--- config.mk ---
export PLATFORM = sky130hd
export DESIGN_NAME = frame_stamp_ring_blend_select_top
export DESIGN_NICKNAME = d
export VERILOG_FILES = /design/src/fsrbs_pkg.sv /design/src/fsrbs_ctrl.sv /design/src/fsrbs_datapath.sv /design/src/frame_stamp_ring_blend_select_top.sv
export SDC_FILE = /design/constraint.sdc
export NUM_CORES = 2
export LEC_CHECK = 0
export BUFFER_PORTS_ARGS = -buffer_cell sky130_fd_sc_hd__buf_2
export CAP_MARGIN = 5
export CORE_UTILIZATION = 65
export CTS_BUF_LIST = sky130_fd_sc_hd__clkbuf_4
export CTS_CLUSTER_SIZE = 12
export DETAILED_ROUTE_END_ITERATION = 10
export PLACE_DENSITY = 0.83
export SYNTH_ARGS = -nofsm -noshare
export SYNTH_HDL_FRONTEND = slang
export SYNTH_SLANG_ARGS = --single-unit
--- constraint.sdc ---
create_clock -name clock -period 16.6 [get_ports clock]
set_clock_uncertainty 0.15 [all_clocks]
set_input_delay 2.49 -clock clock [delete_from_list [all_inputs] [get_ports clock]]
set_output_delay 2.49 -clock clock [all_outputs]
set_load 0.005 [all_outputs]
--- src/fsrbs_pkg.sv ---
// Types and constants shared by the frame stamp ring modules.
package fsrbs_pkg;

   localparam int TIME_W    = 48;
   localparam int PERIOD_W  = 20;
   localparam int SLOT_W    = 6;
   localparam int BLEND_W   = 10;
   localparam int CSR_IDX_W = 1;

   localparam logic [PERIOD_W-1:0] PERIOD_RESET = PERIOD_W'(20000);
   localparam logic [PERIOD_W-1:0] JITTER_RESET = PERIOD_W'(15000);

   // The blend scale of 1000 is built as 1024 - 32 + 8.
   localparam int SCALE_SH_A = 10;
   localparam int SCALE_SH_B = 5;
   localparam int SCALE_SH_C = 3;

   localparam int NUM_W     = TIME_W + SCALE_SH_A;
   localparam int DIV_STEPS = BLEND_W;
   localparam int STEP_W    = $clog2(DIV_STEPS);

   typedef enum logic {
      OP_FRAME = 1'b0,
      OP_QUERY = 1'b1
   } op_type;

   typedef enum logic [CSR_IDX_W-1:0] {
      CSR_FRAME_PERIOD = 1'b0,
      CSR_JITTER_LIMIT = 1'b1
   } csr_index_type;

   typedef enum logic [1:0] {
      RSP_FRAME,
      RSP_DROP,
      RSP_BLEND_ZERO,
      RSP_BLEND
   } rsp_kind_type;

   typedef enum logic [3:0] {
      S_IDLE,
      S_START,
      S_NF_DIFF,
      S_NF_CHECK,
      S_NF_WRITE,
      S_Q_TEST,
      S_Q_CMP,
      S_Q_PREV,
      S_Q_SPAN,
      S_Q_CHECK,
      S_Q_MUL2,
      S_Q_DIV,
      S_Q_FIN
   } state_type;

   typedef struct packed {
      logic         capture;
      logic         nf_advance;
      logic         nf_diff;
      logic         nf_check;
      logic         nf_write;
      logic         q_setup;
      logic         rd_en;
      logic         rd_prev;
      logic         q_step;
      logic         latch_later;
      logic         q_span;
      logic         mul1;
      logic         mul2;
      logic         div_step;
      logic         load_rsp;
      rsp_kind_type rsp_kind;
   } cmd_type;

   typedef struct packed {
      op_type op;
      logic   cnt_zero;
      logic   stamp_gt;
      logic   drop;
      logic   span_zero;
      logic   div_last;
   } status_type;

endpackage

--- src/fsrbs_ctrl.sv ---
// Sequencer for the frame stamp ring: request intake, walk, divide and result handoff.
module fsrbs_ctrl
   import fsrbs_pkg::*;
(
   input  logic       clock,
   input  logic       reset,
   input  logic       req_valid,
   output logic       req_stall,
   output logic       rsp_valid,
   input  logic       rsp_stall,
   input  status_type status,
   output cmd_type    cmd
);

   state_type state_ff, state_in;
   logic      rsp_valid_ff, rsp_valid_in;
   logic      rsp_free;

   assign rsp_free  = !rsp_valid_ff || !rsp_stall;
   assign req_stall = (state_ff != S_IDLE);
   assign rsp_valid = rsp_valid_ff;

   always_ff @(posedge clock) begin
      if (reset) begin
         state_ff     <= S_IDLE;
         rsp_valid_ff <= 1'b0;
      end else begin
         state_ff     <= state_in;
         rsp_valid_ff <= rsp_valid_in;
      end
   end

   assign rsp_valid_in = cmd.load_rsp || (rsp_valid_ff && rsp_stall);

   always_comb begin
      state_in = state_ff;
      cmd      = '0;
      unique case (state_ff)
         S_IDLE: begin
            if (req_valid) begin
               cmd.capture = 1'b1;
               state_in    = S_START;
            end
         end
         S_START: begin
            if (status.op == OP_QUERY) begin
               cmd.q_setup = 1'b1;
               state_in    = S_Q_TEST;
            end else begin
               cmd.nf_advance = 1'b1;
               state_in       = S_NF_DIFF;
            end
         end
         S_NF_DIFF: begin
            cmd.nf_diff = 1'b1;
            state_in    = S_NF_CHECK;
         end
         S_NF_CHECK: begin
            cmd.nf_check = 1'b1;
            state_in     = S_NF_WRITE;
         end
         S_NF_WRITE: begin
            if (rsp_free) begin
               cmd.nf_write = 1'b1;
               cmd.load_rsp = 1'b1;
               cmd.rsp_kind = RSP_FRAME;
               state_in     = S_IDLE;
            end
         end
         S_Q_TEST: begin
            cmd.rd_en = 1'b1;
            if (status.cnt_zero) begin
               state_in = S_Q_PREV;
            end else begin
               state_in = S_Q_CMP;
            end
         end
         S_Q_CMP: begin
            if (status.stamp_gt) begin
               state_in = S_Q_PREV;
            end else begin
               cmd.q_step = 1'b1;
               state_in   = S_Q_TEST;
            end
         end
         S_Q_PREV: begin
            cmd.latch_later = 1'b1;
            cmd.rd_en       = 1'b1;
            cmd.rd_prev     = 1'b1;
            state_in        = S_Q_SPAN;
         end
         S_Q_SPAN: begin
            cmd.q_span = 1'b1;
            state_in   = S_Q_CHECK;
         end
         S_Q_CHECK: begin
            if (status.drop) begin
               if (rsp_free) begin
                  cmd.load_rsp = 1'b1;
                  cmd.rsp_kind = RSP_DROP;
                  state_in     = S_IDLE;
               end
            end else if (status.span_zero) begin
               if (rsp_free) begin
                  cmd.load_rsp = 1'b1;
                  cmd.rsp_kind = RSP_BLEND_ZERO;
                  state_in     = S_IDLE;
               end
            end else begin
               cmd.mul1 = 1'b1;
               state_in = S_Q_MUL2;
            end
         end
         S_Q_MUL2: begin
            cmd.mul2 = 1'b1;
            state_in = S_Q_DIV;
         end
         S_Q_DIV: begin
            cmd.div_step = 1'b1;
            if (status.div_last) begin
               state_in = S_Q_FIN;
            end
         end
         S_Q_FIN: begin
            if (rsp_free) begin
               cmd.load_rsp = 1'b1;
               cmd.rsp_kind = RSP_BLEND;
               state_in     = S_IDLE;
            end
         end
         default: begin
            state_in = S_IDLE;
         end
      endcase
   end

endmodule

--- src/fsrbs_datapath.sv ---
// Datapath of the frame stamp ring: stamp memory, ring pointers, walk, blend divider.
module fsrbs_datapath
   import fsrbs_pkg::*;
#(
   parameter int SLOTS = 8
) (
   input  logic                 clock,
   input  logic                 reset,
   input  cmd_type              cmd,
   output status_type           status,
   input  logic                 req_operation,
   input  logic [TIME_W-1:0]    req_time_us,
   input  logic                 csr_we,
   input  logic [CSR_IDX_W-1:0] csr_index,
   input  logic [PERIOD_W-1:0]  csr_wdata,
   output logic [SLOT_W-1:0]    rsp_written_slot,
   output logic [TIME_W-1:0]    rsp_stamp_us,
   output logic                 rsp_ring_full,
   output logic                 rsp_shown,
   output logic [SLOT_W-1:0]    rsp_from_slot,
   output logic [SLOT_W-1:0]    rsp_to_slot,
   output logic [BLEND_W-1:0]   rsp_blend
);

   localparam int SIDX_W = (SLOTS > 2) ? $clog2(SLOTS) : 1;
   localparam logic [SIDX_W-1:0] LAST_SLOT = SIDX_W'(SLOTS - 1);

   function automatic logic [SIDX_W-1:0] slot_next(input logic [SIDX_W-1:0] s);
      return (s == LAST_SLOT) ? '0 : s + 1'b1;
   endfunction

   function automatic logic [SIDX_W-1:0] slot_prev(input logic [SIDX_W-1:0] s);
      return (s == '0) ? LAST_SLOT : s - 1'b1;
   endfunction

   logic [PERIOD_W-1:0] period_ff, jitter_ff;
   logic [SIDX_W-1:0]   ws_ff, rs_ff, np_ff, cnt_ff, cnt_in, np2, rd_addr;
   logic [TIME_W-1:0]   rstamp_ff, t_ff, dt_ff, later_ff, el_ff, span_ff;
   logic [TIME_W-1:0]   rd_ff, stamp_rd;
   logic [TIME_W:0]     diff_ff;
   logic [TIME_W+1:0]   diff_ext, lim_ext, sum_ext;
   logic [SIDX_W:0]     ring_sum;
   logic [NUM_W-1:0]    n_ff, d_ff;
   logic [BLEND_W-1:0]  q_ff;
   logic [STEP_W-1:0]   step_ff;
   logic                op_ff, rd_vld_ff, resync, div_ge, shown_kind;
   logic [SLOTS-1:0]    valid_ff;
   logic [TIME_W-1:0]   mem [SLOTS];

   assign np2      = slot_prev(np_ff);
   assign rd_addr  = cmd.rd_prev ? np2 : np_ff;
   assign stamp_rd = rd_vld_ff ? rd_ff : '0;

   assign ring_sum = (ws_ff >= rs_ff) ? ({1'b0, ws_ff} - {1'b0, rs_ff})
                                      : ({1'b0, ws_ff} + (SIDX_W + 1)'(SLOTS) - {1'b0, rs_ff});
   assign cnt_in   = ring_sum[SIDX_W-1:0];

   assign diff_ext = {diff_ff[TIME_W], diff_ff};
   assign lim_ext  = {{(TIME_W + 2 - PERIOD_W){1'b0}}, jitter_ff};
   assign sum_ext  = diff_ext + lim_ext;
   assign resync   = diff_ff[TIME_W] ? sum_ext[TIME_W+1]
                                     : (diff_ff[TIME_W-1:0] > TIME_W'(jitter_ff));

   assign div_ge   = (n_ff >= d_ff);

   always_comb begin
      shown_kind = 1'b0;
      unique case (cmd.rsp_kind) inside
         RSP_BLEND, RSP_BLEND_ZERO: shown_kind = 1'b1;
         default:                   shown_kind = 1'b0;
      endcase
   end

   assign status.op        = op_type'(op_ff);
   assign status.cnt_zero  = (cnt_ff == '0);
   assign status.stamp_gt  = (stamp_rd > dt_ff);
   assign status.drop      = (el_ff > span_ff);
   assign status.span_zero = (span_ff == '0);
   assign status.div_last  = (step_ff == STEP_W'(DIV_STEPS - 1));

   always_ff @(posedge clock) begin
      if (reset) begin
         period_ff <= PERIOD_RESET;
         jitter_ff <= JITTER_RESET;
      end else if (csr_we) begin
         unique case (csr_index_type'(csr_index))
            CSR_FRAME_PERIOD: period_ff <= csr_wdata;
            CSR_JITTER_LIMIT: jitter_ff <= csr_wdata;
            default: begin
            end
         endcase
      end
   end

   always_ff @(posedge clock) begin
      if (reset) begin
         ws_ff     <= '0;
         rs_ff     <= '0;
         rstamp_ff <= '0;
         valid_ff  <= '0;
      end else begin
         if (cmd.nf_advance) begin
            ws_ff     <= slot_next(ws_ff);
            rstamp_ff <= rstamp_ff + TIME_W'(period_ff);
         end
         if (cmd.nf_check && resync) begin
            rstamp_ff <= t_ff;
         end
         if (cmd.nf_write) begin
            valid_ff[ws_ff] <= 1'b1;
         end
         if (cmd.load_rsp && shown_kind) begin
            rs_ff <= np2;
         end
      end
   end

   always_ff @(posedge clock) begin
      if (cmd.nf_write) begin
         mem[ws_ff] <= rstamp_ff;
      end
      if (cmd.rd_en) begin
         rd_ff     <= mem[rd_addr];
         rd_vld_ff <= valid_ff[rd_addr];
      end
   end

   always_ff @(posedge clock) begin
      if (cmd.capture) begin
         op_ff <= req_operation;
         t_ff  <= req_time_us;
      end
      if (cmd.nf_diff) begin
         diff_ff <= {1'b0, t_ff} - {1'b0, rstamp_ff};
      end
      if (cmd.q_setup) begin
         dt_ff  <= t_ff - TIME_W'(period_ff);
         cnt_ff <= cnt_in;
         np_ff  <= rs_ff;
      end
      if (cmd.q_step) begin
         np_ff  <= slot_next(np_ff);
         cnt_ff <= cnt_ff - 1'b1;
      end
      if (cmd.latch_later) begin
         later_ff <= stamp_rd;
      end
      if (cmd.q_span) begin
         el_ff   <= dt_ff - stamp_rd;
         span_ff <= later_ff - stamp_rd;
      end
      if (cmd.mul1) begin
         n_ff <= (NUM_W'(el_ff) << SCALE_SH_A) - (NUM_W'(el_ff) << SCALE_SH_B);
      end
      if (cmd.mul2) begin
         n_ff    <= n_ff + (NUM_W'(el_ff) << SCALE_SH_C);
         d_ff    <= NUM_W'(span_ff) << (DIV_STEPS - 1);
         q_ff    <= '0;
         step_ff <= '0;
      end
      if (cmd.div_step) begin
         if (div_ge) begin
            n_ff <= n_ff - d_ff;
         end
         q_ff    <= {q_ff[BLEND_W-2:0], div_ge};
         d_ff    <= d_ff >> 1;
         step_ff <= step_ff + 1'b1;
      end
   end

   always_ff @(posedge clock) begin
      if (cmd.load_rsp) begin
         unique case (cmd.rsp_kind)
            RSP_FRAME: begin
               rsp_written_slot <= SLOT_W'(ws_ff);
               rsp_stamp_us     <= rstamp_ff;
               rsp_ring_full    <= (ws_ff == rs_ff);
               rsp_shown        <= 1'b0;
               rsp_from_slot    <= '0;
               rsp_to_slot      <= '0;
               rsp_blend        <= '0;
            end
            RSP_BLEND_ZERO: begin
               rsp_written_slot <= '0;
               rsp_stamp_us     <= '0;
               rsp_ring_full    <= 1'b0;
               rsp_shown        <= 1'b1;
               rsp_from_slot    <= SLOT_W'(np2);
               rsp_to_slot      <= SLOT_W'(np_ff);
               rsp_blend        <= '0;
            end
            RSP_BLEND: begin
               rsp_written_slot <= '0;
               rsp_stamp_us     <= '0;
               rsp_ring_full    <= 1'b0;
               rsp_shown        <= 1'b1;
               rsp_from_slot    <= SLOT_W'(np2);
               rsp_to_slot      <= SLOT_W'(np_ff);
               rsp_blend        <= q_ff;
            end
            default: begin
               rsp_written_slot <= '0;
               rsp_stamp_us     <= '0;
               rsp_ring_full    <= 1'b0;
               rsp_shown        <= 1'b0;
               rsp_from_slot    <= '0;
               rsp_to_slot      <= '0;
               rsp_blend        <= '0;
            end
         endcase
      end
   end

endmodule

--- src/frame_stamp_ring_blend_select_top.sv ---
// Top level of the frame stamp ring with blend selection.
//
// A request carries an operation and a 48-bit time. A new-frame request
// stamps the next ring slot and returns the slot, its stamp and a ring-full
// flag. A display request returns the slot pair around its time minus one
// frame period and a blend weight in thousandths, or a drop.
// Each request gives exactly one response on the rsp channel.
// One request is in work at a time. A display response is a drop, an
// empty span, or a blend weight that the ten-step restoring divider forms
// after a ring walk compares at most SLOTS-1 slot stamps. The next request
// is accepted in the cycle after the response is loaded.
// The response sits in an output register, so a new request is accepted
// while a finished response still waits; when the receiver stalls, the
// block finishes its next request and holds it until the register frees.
// Reset clears the ring pointers, the running stamp and all slot valid
// flags, and loads the default period and jitter limit. The csr port
// writes the period or the jitter limit; the user must write them only
// while the block is idle, and the block itself does not enforce this.
module frame_stamp_ring_blend_select_top
   import fsrbs_pkg::*;
#(
   parameter int SLOTS = 8
) (
   input  logic                 clock,
   input  logic                 reset,
   input  logic                 req_valid,
   output logic                 req_stall,
   input  logic                 req_operation,
   input  logic [TIME_W-1:0]    req_time_us,
   output logic                 rsp_valid,
   input  logic                 rsp_stall,
   output logic [SLOT_W-1:0]    rsp_written_slot,
   output logic [TIME_W-1:0]    rsp_stamp_us,
   output logic                 rsp_ring_full,
   output logic                 rsp_shown,
   output logic [SLOT_W-1:0]    rsp_from_slot,
   output logic [SLOT_W-1:0]    rsp_to_slot,
   output logic [BLEND_W-1:0]   rsp_blend,
   input  logic                 csr_we,
   input  logic [CSR_IDX_W-1:0] csr_index,
   input  logic [PERIOD_W-1:0]  csr_wdata
);

   cmd_type    cmd;
   status_type status;

   fsrbs_ctrl u_ctrl (
      .clock     (clock),
      .reset     (reset),
      .req_valid (req_valid),
      .req_stall (req_stall),
      .rsp_valid (rsp_valid),
      .rsp_stall (rsp_stall),
      .status    (status),
      .cmd       (cmd)
   );

   fsrbs_datapath #(
      .SLOTS (SLOTS)
   ) u_datapath (
      .clock            (clock),
      .reset            (reset),
      .cmd              (cmd),
      .status           (status),
      .req_operation    (req_operation),
      .req_time_us      (req_time_us),
      .csr_we           (csr_we),
      .csr_index        (csr_index),
      .csr_wdata        (csr_wdata),
      .rsp_written_slot (rsp_written_slot),
      .rsp_stamp_us     (rsp_stamp_us),
      .rsp_ring_full    (rsp_ring_full),
      .rsp_shown        (rsp_shown),
      .rsp_from_slot    (rsp_from_slot),
      .rsp_to_slot      (rsp_to_slot),
      .rsp_blend        (rsp_blend)
   );

endmodule

==> flow_summary.ini <==
[global_route]
met2_usage_pct = 54.9
grt_max_degree = 105
grt_use_met1_pct = 42.9
grt-ovfl-total = 0
grt_first_pass_wirelength_um = 237000
met3_usage_pct = 6.99
grt_pass1_vias = 44000
grt-busiest-layer = met2
grt_antenna_before_repair = 3
grtUsageTotal_pct = 33.5

[clock_tree]
root_buffer = clkbuf_4
cts.sinks = 1034
cts_tree = built
numCtsBuffers = 283
ctsLongestPathBuffers = 4
cts_resized = 0
cts-hold-fix-buffers = 0
cts_max_level = 5
clkLatencyLatePin_ns = 1.20
cts_setup_buffers = 0
clkTransAtPathRegs_ns = 0.07

[synth]
synth_area_leaders = edfxtp_1, ha_1, dfxtp_1
synthCells = 5415
synthDistinctLibCells = 100
synth_seq_cells = 1034
synth_area_per_cell_um2 = 10.9
synthFlopType = edfxtp_1
yosysTopAreaCellShare_pct = 44.2
synth_edf_count = 869
post-synth-top-area-cell = edfxtp_1
synth.cell_area_mm2 = 0.0590
synth_seq_area_share_pct = 49.8
async_flop_share_pct = 0
yosysWarnings = 0

[sta]
hold_viol = 0
timing.final.crit_share_pct = 32.3
setup_viol = 0
drv_slew = 0
setup-tns-final_ns = 0
period_needed_ns = 5.36
maxSlewHeadroom_pct = 21.9
worst_pin_slew_ns = 1.17
rsz0062_at_grt = no
max_freq_mhz = 187

[floorplan]
die_h_um = 303
num_io_pins = 155
row_count = 110
dieArea_mm2 = 0.0920
core_area_mm2 = 0.0900
die_w_um = 303
floorplan.initialDensity_pct = 65.6

[placement]
dp_hpwl_um = 112000
placedCellCount = 6588
gp_congestion = 0.988
portBuffers = 145

[critical_path]
worstReg2RegEnd = u_datapath.rd_ff[10]
critPathRequiredTime_ns = 17.29
endpoint = u_datapath.rd_ff[10]
crit_type = flip-flop to flip-flop
reg2reg_from = u_ctrl.state_ff[0]
r2r_cells = 9
reg2reg_slack_ns = 11.24
crit_fanout = 55
critPathCaptureType = flip-flop
worstSetupStartpoint = u_ctrl.state_ff[0]
critPathLaunchType = flip-flop
arrival_ns = 6.05

[finish]
nNetsFinal = 6212
drive_gt1_share_pct = 14.0
n_fill_cell = 6314
instances_no_fill = 7053
syn2layout_area_growth_pct = 8.89

[drt]
via_per_inst = 6.37
dr_total_vias = 44900
drt_iter0_drc = 4128
drc_errors = 0
dr.pass1.iters = 8
ant_nets = 0
post_drt_wl_per_cell_um = 22.1
finalWirelength_um = 156000

[power]
p_leak_nw = 25.4
power_density_mw_per_mm2 = 98.1
peakVddDrop_mv = 0.0694

[job]
max_cap_violations = 0

[min_path]
min_path_type = flip-flop to flip-flop

[status]
status = finished clean
power breakdown:
group | leakage [nW] | internal [mW] | switching (mW) | total (mW)
sequential | 9.34 | 2.92 | 0.0976 | 3.02
combinational | 14.0 | 0.435 | 0.630 | 1.06
clock | 2.03 | 1.17 | 1.05 | 2.22
final cells by class:
cell class	instances	area [um2]	area share (%)
antenna	5	12.5	0.0195
multi-input combinational	3808	27500	42.8
tap	1176	1470	2.29
clock buffer	397	2980	4.64
clock inverter	63	387	0.602
inverter	385	1450	2.25
timing repair buffer	185	1030	1.60
sequential	1034	29400	45.8
per-layer routing:
layer	share of wire, %	wire [um]
met3	9.6	15000
met2	47	73400
met4	4.0	6250
met1	39	61000
met5	0.0084	13
synth_stat cells, types with 65 or more instances:
master    instances
edfxtp_1        869
nand2_1         474
a21oi_1         434
ha_1            432
inv_1           384
nor2_1          330
o21ai_0         284
xnor2_1         201
a21o_1          186
dfxtp_1         165
clkbuf_1        155
xor2_1          133
nor3_1          117
nand3_1         103
mux4_2           98
o211ai_1         77
a31oi_1          66
and3_1           65
cells by family (layout without fill, tap and decap cells):
group	count (synthesis)	count (layout)	synth area share, %
simple gates	1428	1428	11.4
other cells	1	14	0.00636
compound gates	1427	1427	15.4
buf+inv	581	1030	3.85
flops	1034	1034	49.8
xor+xnor	334	334	4.96
mux	170	170	5.08
fa+ha+maj	440	440	9.43
through the flow:
stage,instance area [um2],total power [mW],util [%],setup WS [ns],hold slack [ns]
finish,64200,6.30,71.4,11.24,0.326
global route,64200,6.57,71.4,10.87,0.348
CTS,64200,6.32,71.4,11.19,0.330
detailed placement,60900,4.11,67.6,11.16,0.320
global placement,60900,4.08,67.6,11.40,0.295
floorplan,59000,3.82,-,8.19,0.285
registers in the layout (all words and copies together), names as in the netlist, 20 cells and up:
register and cells:
u_datapath.mem 384, u_datapath.n_ff 58, u_datapath.d_ff 57, u_datapath.diff_ff 49, u_datapath.dt_ff 48, u_datapath.el_ff 48, u_datapath.later_ff 48, u_datapath.rd_ff 48
u_datapath.rsp_stamp_us 48, u_datapath.rstamp_ff 48, u_datapath.span_ff 48, u_datapath.t_ff 48, u_datapath.jitter_ff 20, u_datapath.period_ff 20
worst min path at each step:
stage | slack [ns] | depth (start not counted) | startpoint | endpoint
final | 0.33 | 2 | u_datapath.period_ff[19] | u_datapath.period_ff[19]
after global routing | 0.35 | 2 | u_datapath.period_ff[19] | u_datapath.period_ff[19]
after CTS | 0.33 | 2 | u_datapath.period_ff[19] | u_datapath.period_ff[19]
after detailed placement | 0.32 | 2 | u_datapath.period_ff[19] | u_datapath.period_ff[19]
after global placement | 0.30 | 2 | u_datapath.valid_ff[6] | u_datapath.valid_ff[6]
after floorplan | 0.28 | 2 | u_datapath.valid_ff[1] | u_datapath.valid_ff[1]
critical path, cell delays in order (launching register included):
cell and delay (ns):
dfxtp_1 0.69, nor2b_1 0.37, and3_2 0.23, buf_4 0.59, nand3_1 0.25, o21ai_4 0.10
buf_4 0.76, buf_4 0.91, mux4_2 0.63, mux2_2 0.29
cell usage in the layout, fill, tap and decap left out, drive strengths merged, types with 44 or more instances in the layout:
master,n
mux2,54
o211ai,78
edfxtp,869
nand2,474
o21bai,46
nor4,44
inv,390
clkinv,52
a21oi,435
nand2b,61
xor2,133
nor2b,52
buf,185
a21o,186
o21a,45
nand3,103
and3,65
clkbuf,397
mux4,98
ha,432
xnor2,201
nor2,330
o21ai,307
and2,46
nor3,118
a211oi,52
a31oi,67
dfxtp,165
nand4,61
No activity file was read; power rests on OpenSTA's default activity.
